File: config.mk
export PLATFORM = sky130hd
export DESIGN_NAME = sorted_delay_list_engine
export DESIGN_NICKNAME = d
export VERILOG_FILES = /design/src/hdl/sdl_pkg.sv /design/src/hdl/sdl_ram.sv /design/src/hdl/sdl_ctrl.sv /design/src/hdl/sdl_dpath.sv /design/src/hdl/sorted_delay_list_engine.sv
export SDC_FILE = /design/constraint.sdc
export NUM_CORES = 2
export LEC_CHECK = 0
export BUFFER_PORTS_ARGS = -buffer_cell sky130_fd_sc_hd__buf_2
export CORE_MARGIN = 8
export CORE_UTILIZATION = 45
export DETAILED_ROUTE_END_ITERATION = 10
export SLEW_MARGIN = 20
export SYNTH_ARGS = -nofsm -noshare
export SYNTH_HDL_FRONTEND = slang
export SYNTH_HIERARCHICAL = 1
export SYNTH_SLANG_ARGS = --single-unit
File: constraint.sdc
create_clock -name clock -period 12.5 [get_ports clock]
set_input_delay 3.75 -clock clock [delete_from_list [all_inputs] [get_ports clock]]
set_output_delay 3.75 -clock clock [all_outputs]
set_load 0.03 [all_outputs]
File: src/hdl/sdl_pkg.sv
// Package for the sorted delay-list engine: default sizes, command, status,
// controller opcodes and the structs passed between modules. No dependencies.
package sdl_pkg;

   localparam int SDL_ITEM_SLOTS = 64;
   localparam int SDL_LIST_COUNT = 4;
   localparam int SDL_VALUE_BITS = 32;

   // Command codes of an input beat.
   localparam logic [1:0] CMD_INS_CURSOR = 2'd0;
   localparam logic [1:0] CMD_INS_SORTED = 2'd1;
   localparam logic [1:0] CMD_REMOVE     = 2'd2;

   // Status codes of a result beat.
   localparam logic [1:0] ST_DONE     = 2'd0;
   localparam logic [1:0] ST_LISTED   = 2'd1;
   localparam logic [1:0] ST_UNLISTED = 2'd2;

   // Datapath operations issued by the controller.
   localparam logic [3:0] OP_NONE       = 4'd0;
   localparam logic [3:0] OP_ACCEPT     = 4'd1;
   localparam logic [3:0] OP_INS_CURSOR = 4'd2;
   localparam logic [3:0] OP_INS_MAX    = 4'd3;
   localparam logic [3:0] OP_INS_SORT   = 4'd4;
   localparam logic [3:0] OP_RM_READ    = 4'd5;
   localparam logic [3:0] OP_TAKE_P     = 4'd6;
   localparam logic [3:0] OP_TAKE_Q     = 4'd7;
   localparam logic [3:0] OP_FIRST      = 4'd8;
   localparam logic [3:0] OP_STEP       = 4'd9;
   localparam logic [3:0] OP_STOP       = 4'd10;
   localparam logic [3:0] OP_LINK1      = 4'd11;
   localparam logic [3:0] OP_LINK2      = 4'd12;
   localparam logic [3:0] OP_UNLINK     = 4'd13;

   // How the remaining count of a response is formed.
   localparam logic [1:0] RK_COUNT = 2'd0;
   localparam logic [1:0] RK_ZERO  = 2'd1;
   localparam logic [1:0] RK_INC   = 2'd2;
   localparam logic [1:0] RK_DEC   = 2'd3;

   typedef struct packed {
      logic [1:0]  command;
      logic [1:0]  list_select;
      logic [5:0]  item_handle;
      logic [31:0] item_value;
   } sdl_req_type;

   typedef struct packed {
      logic [1:0] status;
      logic [6:0] remaining_count;
   } sdl_rsp_type;

   typedef struct packed {
      logic [3:0] op;
      logic       respond;
      logic [1:0] rsp_status;
      logic [1:0] rsp_kind;
   } sdl_ctl_type;

   typedef struct packed {
      logic [1:0] command;
      logic       handle_ok;
      logic       owned;
      logic       value_max;
      logic       walk_go;
   } sdl_stat_type;

endpackage

File: src/hdl/sdl_ram.sv
// Generic single-write, single-read RAM with registered read data.
// No dependencies.
module sdl_ram #(
   parameter int WIDTH = 8,
   parameter int DEPTH = 64
) (
   input  logic                     clock,
   input  logic                     wr_en,
   input  logic [$clog2(DEPTH)-1:0] wr_addr,
   input  logic [WIDTH-1:0]         wr_data,
   input  logic                     rd_en,
   input  logic [$clog2(DEPTH)-1:0] rd_addr,
   output logic [WIDTH-1:0]         rd_data
);

   logic [WIDTH-1:0] mem_ff [DEPTH];
   logic [WIDTH-1:0] rd_data_ff;

   always_ff @(posedge clock) begin
      if (wr_en) begin
         mem_ff[wr_addr] <= wr_data;
      end
      if (rd_en) begin
         rd_data_ff <= mem_ff[rd_addr];
      end
   end

   assign rd_data = rd_data_ff;

endmodule

File: src/hdl/sdl_ctrl.sv
// Controller state machine of the sorted delay-list engine.
// Depends on sdl_pkg for opcodes, codes and the command and status structs.
module sdl_ctrl (
   input  logic                 clock,
   input  logic                 reset,
   input  logic                 start,
   output logic                 busy,
   input  sdl_pkg::sdl_stat_type stat,
   output sdl_pkg::sdl_ctl_type  ctl
);
   import sdl_pkg::*;

   localparam logic [3:0] S_IDLE  = 4'd0;
   localparam logic [3:0] S_OWN   = 4'd1;
   localparam logic [3:0] S_FIRST = 4'd2;
   localparam logic [3:0] S_WALK  = 4'd3;
   localparam logic [3:0] S_PREV  = 4'd4;
   localparam logic [3:0] S_NEXT  = 4'd5;
   localparam logic [3:0] S_LINK1 = 4'd6;
   localparam logic [3:0] S_LINK2 = 4'd7;
   localparam logic [3:0] S_RM    = 4'd8;

   logic [3:0] state_ff;
   logic [3:0] state_in;

   always_comb begin
      state_in       = state_ff;
      ctl.op         = OP_NONE;
      ctl.respond    = 1'b0;
      ctl.rsp_status = ST_DONE;
      ctl.rsp_kind   = RK_COUNT;
      case (state_ff)
         S_IDLE: begin
            if (start) begin
               ctl.op   = OP_ACCEPT;
               state_in = S_OWN;
            end
         end
         S_OWN: begin
            if (stat.command inside {CMD_INS_CURSOR, CMD_INS_SORTED}) begin
               if (!stat.handle_ok || stat.owned) begin
                  ctl.respond    = 1'b1;
                  ctl.rsp_status = stat.handle_ok ? ST_LISTED : ST_UNLISTED;
                  state_in       = S_IDLE;
               end else if (stat.command == CMD_INS_CURSOR) begin
                  ctl.op   = OP_INS_CURSOR;
                  state_in = S_PREV;
               end else if (stat.value_max) begin
                  ctl.op   = OP_INS_MAX;
                  state_in = S_PREV;
               end else begin
                  ctl.op   = OP_INS_SORT;
                  state_in = S_FIRST;
               end
            end else if (stat.command == CMD_REMOVE) begin
               if (!stat.handle_ok || !stat.owned) begin
                  ctl.respond    = 1'b1;
                  ctl.rsp_status = ST_UNLISTED;
                  ctl.rsp_kind   = RK_ZERO;
                  state_in       = S_IDLE;
               end else begin
                  ctl.op   = OP_RM_READ;
                  state_in = S_RM;
               end
            end else begin
               ctl.respond = 1'b1;
               state_in    = S_IDLE;
            end
         end
         S_PREV: begin
            ctl.op   = OP_TAKE_P;
            state_in = S_NEXT;
         end
         S_NEXT: begin
            ctl.op   = OP_TAKE_Q;
            state_in = S_LINK1;
         end
         S_FIRST: begin
            ctl.op   = OP_FIRST;
            state_in = S_WALK;
         end
         S_WALK: begin
            if (stat.walk_go) begin
               ctl.op = OP_STEP;
            end else begin
               ctl.op   = OP_STOP;
               state_in = S_LINK1;
            end
         end
         S_LINK1: begin
            ctl.op   = OP_LINK1;
            state_in = S_LINK2;
         end
         S_LINK2: begin
            ctl.op       = OP_LINK2;
            ctl.respond  = 1'b1;
            ctl.rsp_kind = RK_INC;
            state_in     = S_IDLE;
         end
         S_RM: begin
            ctl.op       = OP_UNLINK;
            ctl.respond  = 1'b1;
            ctl.rsp_kind = RK_DEC;
            state_in     = S_IDLE;
         end
         default: begin
            state_in = S_IDLE;
         end
      endcase
   end

   always_ff @(posedge clock) begin
      if (reset) begin
         state_ff <= S_IDLE;
      end else begin
         state_ff <= state_in;
      end
   end

   assign busy = (state_ff != S_IDLE);

`ifndef SYNTHESIS
   a_accept_busy: assert property (@(posedge clock) disable iff (reset)
      (start && !busy) |=> busy)
      else $error("accepted beat did not leave idle");
   a_respond_idle: assert property (@(posedge clock) disable iff (reset)
      ctl.respond |=> !busy)
      else $error("controller not idle after response");
   a_walk_entry: assert property (@(posedge clock) disable iff (reset)
      (state_ff == S_WALK) |-> ($past(state_ff) == S_FIRST || $past(state_ff) == S_WALK))
      else $error("walk entered from wrong state");
`endif

endmodule

File: src/hdl/sdl_dpath.sv
// Datapath of the sorted delay-list engine: link, value and owner memories,
// list cursors and counts, walk registers and the response register.
// Depends on sdl_pkg and sdl_ram.
module sdl_dpath #(
   parameter int ITEM_SLOTS = 64,
   parameter int LIST_COUNT = 4,
   parameter int VALUE_BITS = 32
) (
   input  logic                  clock,
   input  logic                  reset,
   input  sdl_pkg::sdl_req_type  req_item,
   input  sdl_pkg::sdl_ctl_type  ctl,
   output sdl_pkg::sdl_stat_type stat,
   output logic                  rsp_strobe,
   output sdl_pkg::sdl_rsp_type  rsp_item
);
   import sdl_pkg::*;

   localparam int IW    = $clog2(ITEM_SLOTS);
   localparam int NODES = ITEM_SLOTS + LIST_COUNT;
   localparam int NW    = $clog2(NODES);
   localparam int LW    = (LIST_COUNT > 1) ? $clog2(LIST_COUNT) : 1;
   localparam int CW    = $clog2(ITEM_SLOTS + 1);

   sdl_req_type           req_ff;
   logic [LW-1:0]         list_ff, list_in;
   logic [VALUE_BITS-1:0] val_ff;
   logic [NW-1:0]         p_ff, x_ff, q_ff;
   logic [NW-1:0]         cursor_ff [LIST_COUNT];
   logic [CW-1:0]         count_ff [LIST_COUNT];
   logic [ITEM_SLOTS-1:0] listed_ff;
   logic [NODES-1:0]      nxt_vld_ff, prv_vld_ff;
   logic [NW-1:0]         nxt_ra_ff, prv_ra_ff;
   logic                  rsp_strobe_ff;
   sdl_rsp_type           rsp_ff, rsp_in;

   logic [IW-1:0]         n_item;
   logic [NW-1:0]         n_node, sent, prev_node, next_node;
   logic [1:0]            sel_r;
   logic [CW-1:0]         cur_count, rem;

   logic                  nxt_we, nxt_re, prv_we, prv_re, val_we, val_re, own_we, own_re;
   logic [NW-1:0]         nxt_wa, nxt_wd, nxt_ra, prv_wa, prv_wd, prv_ra;
   logic [NW-1:0]         nxt_rd, prv_rd;
   logic [IW-1:0]         val_ra, own_ra;
   logic [VALUE_BITS-1:0] val_rd;
   logic [LW-1:0]         own_rd;

   assign n_item    = IW'(req_ff.item_handle);
   assign n_node    = NW'(n_item);
   assign sent      = NW'(ITEM_SLOTS) + NW'(list_ff);
   assign prev_node = prv_vld_ff[prv_ra_ff] ? prv_rd : prv_ra_ff;
   assign next_node = nxt_vld_ff[nxt_ra_ff] ? nxt_rd : nxt_ra_ff;
   assign cur_count = count_ff[list_ff];

   // Reduce the list number modulo the number of lists.
   always_comb begin
      sel_r = req_item.list_select;
      for (int k = 0; k < 3; k++) begin
         if (32'(sel_r) >= LIST_COUNT) begin
            sel_r = sel_r - 2'(LIST_COUNT);
         end
      end
      list_in = LW'(sel_r);
   end

   assign stat.command   = req_ff.command;
   assign stat.handle_ok = (32'(req_ff.item_handle) < ITEM_SLOTS);
   assign stat.owned     = listed_ff[n_item];
   assign stat.value_max = &val_ff;
   assign stat.walk_go   = (32'(x_ff) < ITEM_SLOTS) && (val_rd <= val_ff);

   always_comb begin
      nxt_we = 1'b0; nxt_wa = n_node; nxt_wd = q_ff; nxt_re = 1'b0; nxt_ra = sent;
      prv_we = 1'b0; prv_wa = q_ff;   prv_wd = n_node; prv_re = 1'b0; prv_ra = sent;
      val_we = 1'b0; val_re = 1'b0;   val_ra = IW'(next_node);
      own_we = 1'b0; own_re = 1'b0;   own_ra = IW'(req_item.item_handle);
      case (ctl.op)
         OP_ACCEPT: own_re = 1'b1;
         OP_INS_CURSOR: begin
            val_we = 1'b1;
            prv_re = 1'b1;
            prv_ra = cursor_ff[list_ff];
         end
         OP_INS_MAX: begin
            val_we = 1'b1;
            prv_re = 1'b1;
         end
         OP_INS_SORT: begin
            val_we = 1'b1;
            nxt_re = 1'b1;
         end
         OP_RM_READ: begin
            prv_re = 1'b1;
            prv_ra = n_node;
            nxt_re = 1'b1;
            nxt_ra = n_node;
         end
         OP_TAKE_P: begin
            nxt_re = 1'b1;
            nxt_ra = prev_node;
         end
         OP_FIRST, OP_STEP: begin
            nxt_re = 1'b1;
            nxt_ra = next_node;
            val_re = 1'b1;
         end
         OP_LINK1: begin
            nxt_we = 1'b1;
            prv_we = 1'b1;
         end
         OP_LINK2: begin
            nxt_we = 1'b1;
            nxt_wa = p_ff;
            nxt_wd = n_node;
            prv_we = 1'b1;
            prv_wa = n_node;
            prv_wd = p_ff;
            own_we = 1'b1;
         end
         OP_UNLINK: begin
            prv_we = 1'b1;
            prv_wa = next_node;
            prv_wd = prev_node;
            nxt_we = 1'b1;
            nxt_wa = prev_node;
            nxt_wd = next_node;
         end
         default: ;
      endcase
   end

   sdl_ram #(.WIDTH(NW), .DEPTH(NODES)) u_next (
      .clock(clock), .wr_en(nxt_we), .wr_addr(nxt_wa), .wr_data(nxt_wd),
      .rd_en(nxt_re), .rd_addr(nxt_ra), .rd_data(nxt_rd));

   sdl_ram #(.WIDTH(NW), .DEPTH(NODES)) u_prev (
      .clock(clock), .wr_en(prv_we), .wr_addr(prv_wa), .wr_data(prv_wd),
      .rd_en(prv_re), .rd_addr(prv_ra), .rd_data(prv_rd));

   sdl_ram #(.WIDTH(VALUE_BITS), .DEPTH(ITEM_SLOTS)) u_value (
      .clock(clock), .wr_en(val_we), .wr_addr(n_item), .wr_data(val_ff),
      .rd_en(val_re), .rd_addr(val_ra), .rd_data(val_rd));

   sdl_ram #(.WIDTH(LW), .DEPTH(ITEM_SLOTS)) u_owner (
      .clock(clock), .wr_en(own_we), .wr_addr(n_item), .wr_data(list_ff),
      .rd_en(own_re), .rd_addr(own_ra), .rd_data(own_rd));

   always_comb begin
      case (ctl.rsp_kind)
         RK_ZERO: rem = '0;
         RK_INC:  rem = cur_count + CW'(1);
         RK_DEC:  rem = (cur_count != '0) ? cur_count - CW'(1) : cur_count;
         default: rem = cur_count;
      endcase
      rsp_in.status          = ctl.rsp_status;
      rsp_in.remaining_count = 7'(rem);
   end

   // Payload and walk registers.
   always_ff @(posedge clock) begin
      if (ctl.op == OP_ACCEPT) begin
         req_ff  <= req_item;
         list_ff <= list_in;
         val_ff  <= VALUE_BITS'(req_item.item_value);
      end
      if (ctl.op == OP_RM_READ) begin
         list_ff <= own_rd;
      end
      if (ctl.op == OP_INS_SORT) begin
         p_ff <= sent;
      end
      if (ctl.op == OP_TAKE_P) begin
         p_ff <= prev_node;
      end
      if (ctl.op == OP_FIRST) begin
         x_ff <= next_node;
      end
      if (ctl.op == OP_STEP) begin
         p_ff <= x_ff;
         x_ff <= next_node;
      end
      if (ctl.op == OP_TAKE_Q) begin
         q_ff <= next_node;
      end
      if (ctl.op == OP_STOP) begin
         q_ff <= x_ff;
      end
      if (nxt_re) begin
         nxt_ra_ff <= nxt_ra;
      end
      if (prv_re) begin
         prv_ra_ff <= prv_ra;
      end
      if (ctl.respond) begin
         rsp_ff <= rsp_in;
      end
   end

   // Control state: valid bits, listed flags, cursors, counts, strobe.
   always_ff @(posedge clock) begin
      if (reset) begin
         nxt_vld_ff    <= '0;
         prv_vld_ff    <= '0;
         listed_ff     <= '0;
         rsp_strobe_ff <= 1'b0;
         for (int l = 0; l < LIST_COUNT; l++) begin
            cursor_ff[l] <= NW'(ITEM_SLOTS + l);
            count_ff[l]  <= '0;
         end
      end else begin
         rsp_strobe_ff <= ctl.respond;
         if (nxt_we) begin
            nxt_vld_ff[nxt_wa] <= 1'b1;
         end
         if (prv_we) begin
            prv_vld_ff[prv_wa] <= 1'b1;
         end
         if (ctl.op == OP_LINK2) begin
            listed_ff[n_item] <= 1'b1;
         end
         if (ctl.op == OP_UNLINK) begin
            listed_ff[n_item] <= 1'b0;
         end
         for (int l = 0; l < LIST_COUNT; l++) begin
            if (32'(list_ff) == l) begin
               if (ctl.op == OP_LINK2) begin
                  count_ff[l] <= count_ff[l] + CW'(1);
               end
               if (ctl.op == OP_UNLINK) begin
                  if (count_ff[l] != '0) begin
                     count_ff[l] <= count_ff[l] - CW'(1);
                  end
                  if (cursor_ff[l] == n_node) begin
                     cursor_ff[l] <= prev_node;
                  end
               end
            end
         end
      end
   end

   assign rsp_strobe = rsp_strobe_ff;
   assign rsp_item   = rsp_ff;

endmodule

File: src/hdl/sorted_delay_list_engine.sv
// Top level of the sorted delay-list engine: controller plus datapath.
// Depends on sdl_pkg, sdl_ctrl, sdl_dpath (and sdl_ram below it).
//
//   Channel   Ports                      Handshake
//   --------  -------------------------  ------------------------------------
//   request   start, busy, req_item      beat taken when start and not busy
//   response  rsp_strobe, rsp_item       beat valid for one cycle, no stall
//
// Every request beat produces exactly one response beat. The response
// appears in the cycle in which the controller is back in idle, so a new
// request can be taken in that same cycle.
// A rejected command answers straight after the ownership check, a remove reads
// its links and then unlinks, an insert before the cursor or at the tail reads
// its neighbours and then links, and a sorted insert first walks past listed
// items, one link per cycle, bounded by the next-link memory read port.
// Reset is synchronous and empties every list at once through valid bits on
// the link memories; no clearing pass is needed.
// The receiver cannot stall the response channel.
module sorted_delay_list_engine #(
   parameter int ITEM_SLOTS = sdl_pkg::SDL_ITEM_SLOTS,
   parameter int LIST_COUNT = sdl_pkg::SDL_LIST_COUNT,
   parameter int VALUE_BITS = sdl_pkg::SDL_VALUE_BITS
) (
   input  logic                 clock,
   input  logic                 reset,
   input  logic                 start,
   output logic                 busy,
   input  sdl_pkg::sdl_req_type req_item,
   output logic                 rsp_strobe,
   output sdl_pkg::sdl_rsp_type rsp_item
);
   import sdl_pkg::*;

   // Command and status between the controller and the datapath.
   sdl_ctl_type  ctl;
   sdl_stat_type stat;

   sdl_ctrl u_ctrl (
      .clock (clock),
      .reset (reset),
      .start (start),
      .busy  (busy),
      .stat  (stat),
      .ctl   (ctl)
   );

   sdl_dpath #(
      .ITEM_SLOTS (ITEM_SLOTS),
      .LIST_COUNT (LIST_COUNT),
      .VALUE_BITS (VALUE_BITS)
   ) u_dpath (
      .clock      (clock),
      .reset      (reset),
      .req_item   (req_item),
      .ctl        (ctl),
      .stat       (stat),
      .rsp_strobe (rsp_strobe),
      .rsp_item   (rsp_item)
   );

endmodule

Word level (Yosys, flattened, before mapping)
Memory sizes are Yosys's and may differ from the RTL's. A register that Yosys moved wholly into a read port is not among the register bits.
Cells that the tools add are included.
{"block": "classes", "n_mux": 138, "add_sub_neg": 11, "magnitude_cmp": 10, "n_bitwise": 17, "n_eq_ne": 35, "n_reduce_logical": 26}
{"op": "2-to-1 mux 64 bit", "n": 3}
{"op": "2-to-1 mux 7 bit", "n": 23}
{"op": "bitwise OR 68 bit", "n": 2}
{"op": "2-to-1 mux 1 bit", "n": 75}
{"op": "bitwise AND 64 bit", "n": 1}
{"op": "NOT 64 bit", "n": 1}
{"op": "bitwise OR 64 bit", "n": 1}
{"op": "case mux 7 bit (2 select lines)", "n": 3}
{"op": "case mux 7 bit (3 select lines)", "n": 2}
{"op": "2-to-1 mux 4 bit", "n": 10}
{"op": "case mux 4 bit (9 select lines)", "n": 1}
{"op": "adder 7 x 1 -> 7 bit, second input constant", "n": 5}
{"op": "nonzero test 7 bit", "n": 5}
{"op": "subtractor 7 x 1 -> 7 bit, second input constant", "n": 5}
{"op": "equality test 4 x 3 -> 1 bit, second input constant", "n": 8}
{"op": "<= comparator 32 bit", "n": 1}
{"op": "< comparator 7 x 8 -> 1 bit, second input constant", "n": 4}
{"op": "AND reduction 32 bit", "n": 1}
{"op": "equality test 4 bit, second input constant", "n": 7}
{"op": "equality test 7 x 6 -> 1 bit", "n": 4}
{"op": "case mux 4 bit (7 select lines)", "n": 1}
{"op": "equality test 4 x 2 -> 1 bit, second input constant", "n": 4}
{"op": "2-to-1 mux 3 bit", "n": 5}
{"op": "binary-select mux 1 bit (select 7 bit)", "n": 2}
{"op": "27 further kinds", "n": 63}
{"block": "word_totals", "out_inout_bits": 11, "in_bits": 45, "ram_bits": 3184, "word_cells": 259, "ff_bits": 291, "n_memories": 6}
{"memory": "u_dpath.u_value.mem_ff", "depth": 64, "width": 32, "read_ports": 1, "rd_ports_with_merged_regs": 1, "write_ports": 1, "line_no": "sdl_ram.sv:16", "source": "logic [WIDTH-1:0] mem_ff [DEPTH];"}
{"memory": "u_dpath.u_next.mem_ff", "depth": 68, "width": 7, "read_ports": 1, "rd_ports_with_merged_regs": 1, "write_ports": 1, "line_no": "sdl_ram.sv:16"}
{"memory": "u_dpath.u_prev.mem_ff", "depth": 68, "width": 7, "read_ports": 1, "rd_ports_with_merged_regs": 1, "write_ports": 1, "line_no": "sdl_ram.sv:16"}
{"memory": "u_dpath.u_owner.mem_ff", "depth": 64, "width": 2, "read_ports": 1, "rd_ports_with_merged_regs": 1, "write_ports": 1, "line_no": "sdl_ram.sv:16"}
{"memory": "u_dpath.count_ff", "depth": 4, "width": 7, "read_ports": 5, "rd_ports_with_merged_regs": 1, "write_ports": 4, "line_no": "sdl_dpath.sv:30", "source": "logic [CW-1:0] count_ff [LIST_COUNT];"}
{"memory": "u_dpath.cursor_ff", "depth": 4, "width": 7, "read_ports": 5, "rd_ports_with_merged_regs": 1, "write_ports": 4, "line_no": "sdl_dpath.sv:29", "source": "logic [NW-1:0] cursor_ff [LIST_COUNT];"}

Longest topological paths before layout
{"block": "depth", "ltp_word": 13, "mapped_depth": 31}

Modules after synthesis
Netlist, hierarchy kept.
{"mod": "sdl_ram (u_dpath.u_value)", "cells_each": 3324, "area_each_um2": 78835.6, "seq_area_each_um2": 62459.9, "n_inst": 1}
{"mod": "sdl_ram (u_dpath.u_next ...)", "cells_each": 847, "area_each_um2": 18896.9, "seq_area_each_um2": 14503.9, "n_inst": 2}
{"mod": "sdl_dpath", "cells_each": 1667, "area_each_um2": 17560.6, "seq_area_each_um2": 8328.0, "n_inst": 1}
{"mod": "sdl_ram (u_dpath.u_owner)", "cells_each": 324, "area_each_um2": 5417.7, "seq_area_each_um2": 3903.7, "n_inst": 1}
{"mod": "sdl_ctrl", "cells_each": 59, "area_each_um2": 446.7, "seq_area_each_um2": 80.1, "n_inst": 1}

Least setup slack after synthesis
OpenSTA, ideal clock, no wires.
{"block": "synth_timing", "path_kind": "input -> register", "from": "input port start", "to": "memory u_dpath/u_next/mem_ff[64][0] (netlist name), enable pin", "slack_ns": 3.148, "arrival_ns": 8.986, "cell_stages": 8, "t_required_ns": 12.133, "path_buffers": 1, "path_cell_list": "a22oi_1 -> o211ai_1 -> nor2b_1 -> nand3_1 -> clkbuf_1 -> o31ai_1 -> nand3b_1 -> nor2_1"}
{"element": "start, declared", "line_no": "sorted_delay_list_engine.sv:26", "source": "input logic start,"}
{"element": "end, declared", "line_no": "sdl_ram.sv:16"}

==> impl_results.rst <==
.. list-table::
   :header-rows: 1

   * - Metric
     - Value
   * - Top flip-flop cell by instance count after synthesis
     - edfxtp_1
   * - Grt total ovfl
     - 0
   * - Number of register bits inferred by synthesis
     - 3525
   * - Layout area overhead
     - 12.7%
   * - Count of vias placed by the detailed router
     - 71.9k
   * - Routability-driven placement congestion ratio
     - 0.835
   * - Setup slack, reg-to-reg
     - 3.82 ns
   * - Register area share after synthesis
     - 0.741
   * - Post-synthesis cell area
     - 140000 sq um
   * - Capture endpoint of the worst hold path
     - u_dpath/prv_vld_ff[46]
   * - Post-layout min period
     - 8.68 ns
   * - Final worst setup slack
     - 3.82 ns
   * - GRT Overall Usage
     - 0.212
   * - Fraction of layout instances using a drive strength above 1
     - 0.237
   * - Final Total Pwr
     - 0.0260 W
   * - DRC violations left
     - 0
   * - Avg WL per Cell
     - 30.4 um
   * - Clock buffer count from CTS
     - 366
   * - Destination of the worst register-to-register timing path
     - u_dpath/u_prev/rd_data[1]
   * - Core ar.
     - 311000 sq um
   * - CP Cell Sequence
     - buf_4, mux4_2, mux2_2, a22oi_1, nand3_1, a221oi_1, nand3_1, nor3b_1, nand3_1, and3_1, o22ai_2, nand2b_1, nor2_1, nand2_1, o21ai_4, buf_4, mux4_2, mux2_2, a22o_1, a221oi_1, o31ai_1
   * - Status
     - finished, final reports clean
   * - Clock tree from TritonCTS
     - done
   * - HP Class
     - reg -> reg
   * - Largest net degree at the start of global routing
     - 114
   * - Wl on met1
     - 149 mm
   * - Cell class contributing the biggest share of worst-path delay
     - simple AND/OR/NAND/NOR gates
   * - Count of pins over their slew limit
     - 0
   * - Achievable frequency
     - 115 MHz
   * - Floorplan row count
     - 205
   * - Cell occurring most often along the worst timing path
     - nand3_1
   * - Post-Layout Cell Count
     - 11.7k
   * - Post-DP HPWL
     - 203 mm
   * - Final hold violation count
     - 0
   * - Clock sink count
     - 3525
   * - Launching point of the worst reg2reg path
     - u_dpath/n_item[2]
   * - Number of global-route vias before repair
     - 72.6k
   * - Clock slew seen by the registers of the worst setup and hold paths
     - 0.06 ns
   * - Overall die area
     - 329000 sq um
   * - Post-CTS setup buffer count
     - 0
   * - Unique masters post-synth
     - 101
   * - Met3 routed wirelength
     - 28.5 mm
   * - Via density
     - 6.12
   * - Number of levels the H-tree was split into
     - 5
   * - Warning count from the yosys run
     - 6
   * - CTS hold repair buffers
     - 0
   * - Sum of negative setup slack
     - 0 ns
   * - Number of antenna violations at the first check in global routing
     - 14
   * - Static leakage
     - 49.0 nW
   * - Hold WS
     - 0.451 ns
   * - Number of nets in the finished design
     - 7406
   * - Initial detailed-routing violation count
     - 8588
   * - Worst-path fanout max
     - 55
   * - I/O pin count
     - 56
   * - Clock Tree Buf Depth
     - 4
   * - Source of the worst hold timing path
     - u_dpath/prv_vld_ff[46]
   * - PwrDens
     - 165 nW/um^2
   * - Number of enable-type register cells in the synthesized netlist
     - 3318
   * - Critical path data arrival time
     - 9.28 ns
   * - Number of antenna-violating nets in the routed design
     - 0
   * - Type of element capturing the critical path
     - register
   * - Final cycle utilization of the critical path
     - 0.695
   * - Library cell with the largest summed area after synthesis
     - edfxtp_1
   * - Clock root buffer master
     - clkbuf_16
   * - Vertical extent of the die
     - 574 um
   * - Kind of start point of the critical path
     - register
   * - Fraction of post-synthesis cell area in the top cell type by area
     - 0.711
   * - Mapped Avg Cell Area
     - 19.8 sq um
   * - Synthesized netlist cell count
     - 7068
   * - Top cells by area in the synthesized netlist
     - edfxtp_1, mux4_2, dfxtp_1
   * - Placement-stage worst setup slack
     - 3.74 ns
   * - Depth of the worst register-to-register path
     - 21
   * - Final routed wirelength across all metal layers
     - 357 mm
   * - Crit Path Category
     - reg -> reg
   * - Delay contributed by the slowest stage of the critical path
     - 0.86 ns
   * - Setup repair after global routing missed its margin
     - false
   * - Slowest cell on the critical path
     - nor2_1
   * - Die Wd
     - 574 um
   * - Number of cells traversed by the worst hold path
     - 2
   * - Wire length of the first global-routing pass
     - 518 mm
   * - Net Count, Synth
     - 7168
   * - Critical path required time
     - 13.10 ns
   * - First drt pass iteration count
     - 6
   * - Largest clock skew in the final design
     - 0.0740 ns
   * - Initial Util
     - 0.451
   * - Uppermost routed layer
     - met5
   * - Clock insertion delay at the later pin of the skew report
     - 0.93 ns
   * - IO buf count
     - 55
   * - Placed cell count
     - 11.1k
   * - Peak supply drop
     - 0.135 mV
   * - Proportion of synthesized flip-flops having asynchronous set or reset
     - 0
   * - Detailed route wirelength on metal2
     - 169 mm
   * - Slew at the pin closest to its max-slew limit
     - 1.09 ns
   * - Max-slew headroom
     - 0.255
   * - Number of setup violations in the final report
     - 0
   * - Buffers & Inverters on Critical Path
     - 2
   * - Total of max-cap violations
     - 0
   * - Post-cts gate resize count
     - 0
## through the flow
step / cell area, sq um / utilization
5_1_grt: 158000 / 0.508
3_5_place_dp: 146000 / 0.469
3_3_place_gp: 146000 / 0.469
2_1_floorplan: 140000 / -
6_report: 158000 / 0.508
4_1_cts: 158000 / 0.508
## tightest hold or removal path, cell delays in order (launching register included)
cell and delay, ns:
dfxtp_1 0.32, nand2_1 0.05, o31ai_1 0.05
## registers in the layout, summed over array words and instances, names as in the netlist, 9 cells and up, named ones only
| register | count |
|---|---|
| u_dpath/count_ff | 28 |
| u_dpath/cursor_ff | 28 |
| u_dpath/listed_ff | 64 |
| u_dpath/nxt_vld_ff | 68 |
| u_dpath/prv_vld_ff | 68 |
| u_dpath/rsp_item | 9 |
| u_dpath/u_next/mem_ff | 476 |
| u_dpath/u_owner/mem_ff | 128 |
| u_dpath/u_prev/mem_ff | 476 |
| u_dpath/u_value/mem_ff | 2048 |
| u_dpath/u_value/rd_data | 32 |
| u_dpath/val_ff | 32 |
## routing by layer
layer | GRT usage | up-vias
met5 | 0 | -
met4 | 0.0584 | 2
met3 | 0.0330 | 595
met2 | 0.339 | 2909
met1 | 0.306 | 38500
li1 | - | 29800
## layout by cell type, fill, tap and decap left out, types with 65 or more instances in the layout
master,netlist,routed
clkinv_1,1,79
mux2_2,74,74
buf_4,37,197
dfxtp_1,207,207
nand2_1,185,185
a21oi_1,167,167
o22ai_1,89,89
nor2_1,465,402
mux4_2,824,824
nand3_1,75,74
edfxtp_1,3318,3318
clkbuf_16,0,371
a211oi_1,66,66
nor2b_1,67,65
inv_1,79,69
mux2i_1,205,205
clkbuf_1,197,88
o2bb2ai_1,105,104
## kinds of logic after synthesis
| family | share of synthesized area |
|---|---|
| buffers and inverters | 0.0163 |
| XOR/XNOR | 0.00300 |
| adder cells (fa/ha/maj) | 0.00507 |
| other | 0.0000268 |
| AND/OR/NAND/NOR | 0.0347 |
| AO/OA/AOI/OAI | 0.0414 |
| multiplexers | 0.159 |
| flip-flops | 0.741 |
## worst max-delay path by stage
stage,from,to,slack [ns],cells after the start
2_1_floorplan,start,u_dpath/u_next/mem_ff[64][0],3.15,8
3_3_place_gp,start,u_dpath/u_prev/rd_data[1],3.79,14
3_5_place_dp,start,u_dpath/u_prev/rd_data[1],3.74,14
4_1_cts,u_dpath/n_item[2],u_dpath/u_prev/rd_data[1],3.85,21
5_1_grt,u_dpath/n_item[0],u_dpath/u_prev/rd_data[1],3.27,23
6_report,u_dpath/n_item[2],u_dpath/u_prev/rd_data[1],3.82,21
## Yosys cell counts (all sizes together) (14+ instances only)
cell type and count:
a22o 21, nand3b 20, ha 52, clkbuf 198, dfxtp 207, nor3 47, buf 192, nor2 468
nand2b 37, a311oi 16, nor3b 15, nor2b 67, o31ai 45, and3 14, xor2 27, a21oi 169
nand3 75, o21ai 40, mux2 75, mux4 852, nand4 39, o22ai 90, edfxtp 3318, a22oi 59
xnor2 21, mux2i 206, nand2 186, a211oi 66, o2bb2ai 105, a32oi 15, a21o 30, a221oi 21
inv 83, o221ai 33
## power by group
| part | total [W] | switching (W) | leakage [nW] | internal, W |
|---|---|---|---|---|
| clock network | 0.0107 | 0.00453 | 5.74 | 0.00622 |
| registers | 0.0132 | 0.0000556 | 31.4 | 0.0131 |
| logic | 0.00208 | 0.00136 | 11.8 | 0.000727 |
## final cells by class
cell class	count	area, sq um
diodes	10	25.0
clock buffers	465	9700
clock inverters	196	2160
fillers	24700	153000
inverters	84	340
multi-input cells	3069	34700
flip-flops and latches	3525	104000
well taps	4140	5180
repair buffers	260	1930
Power figures use the tool's default switching activity.
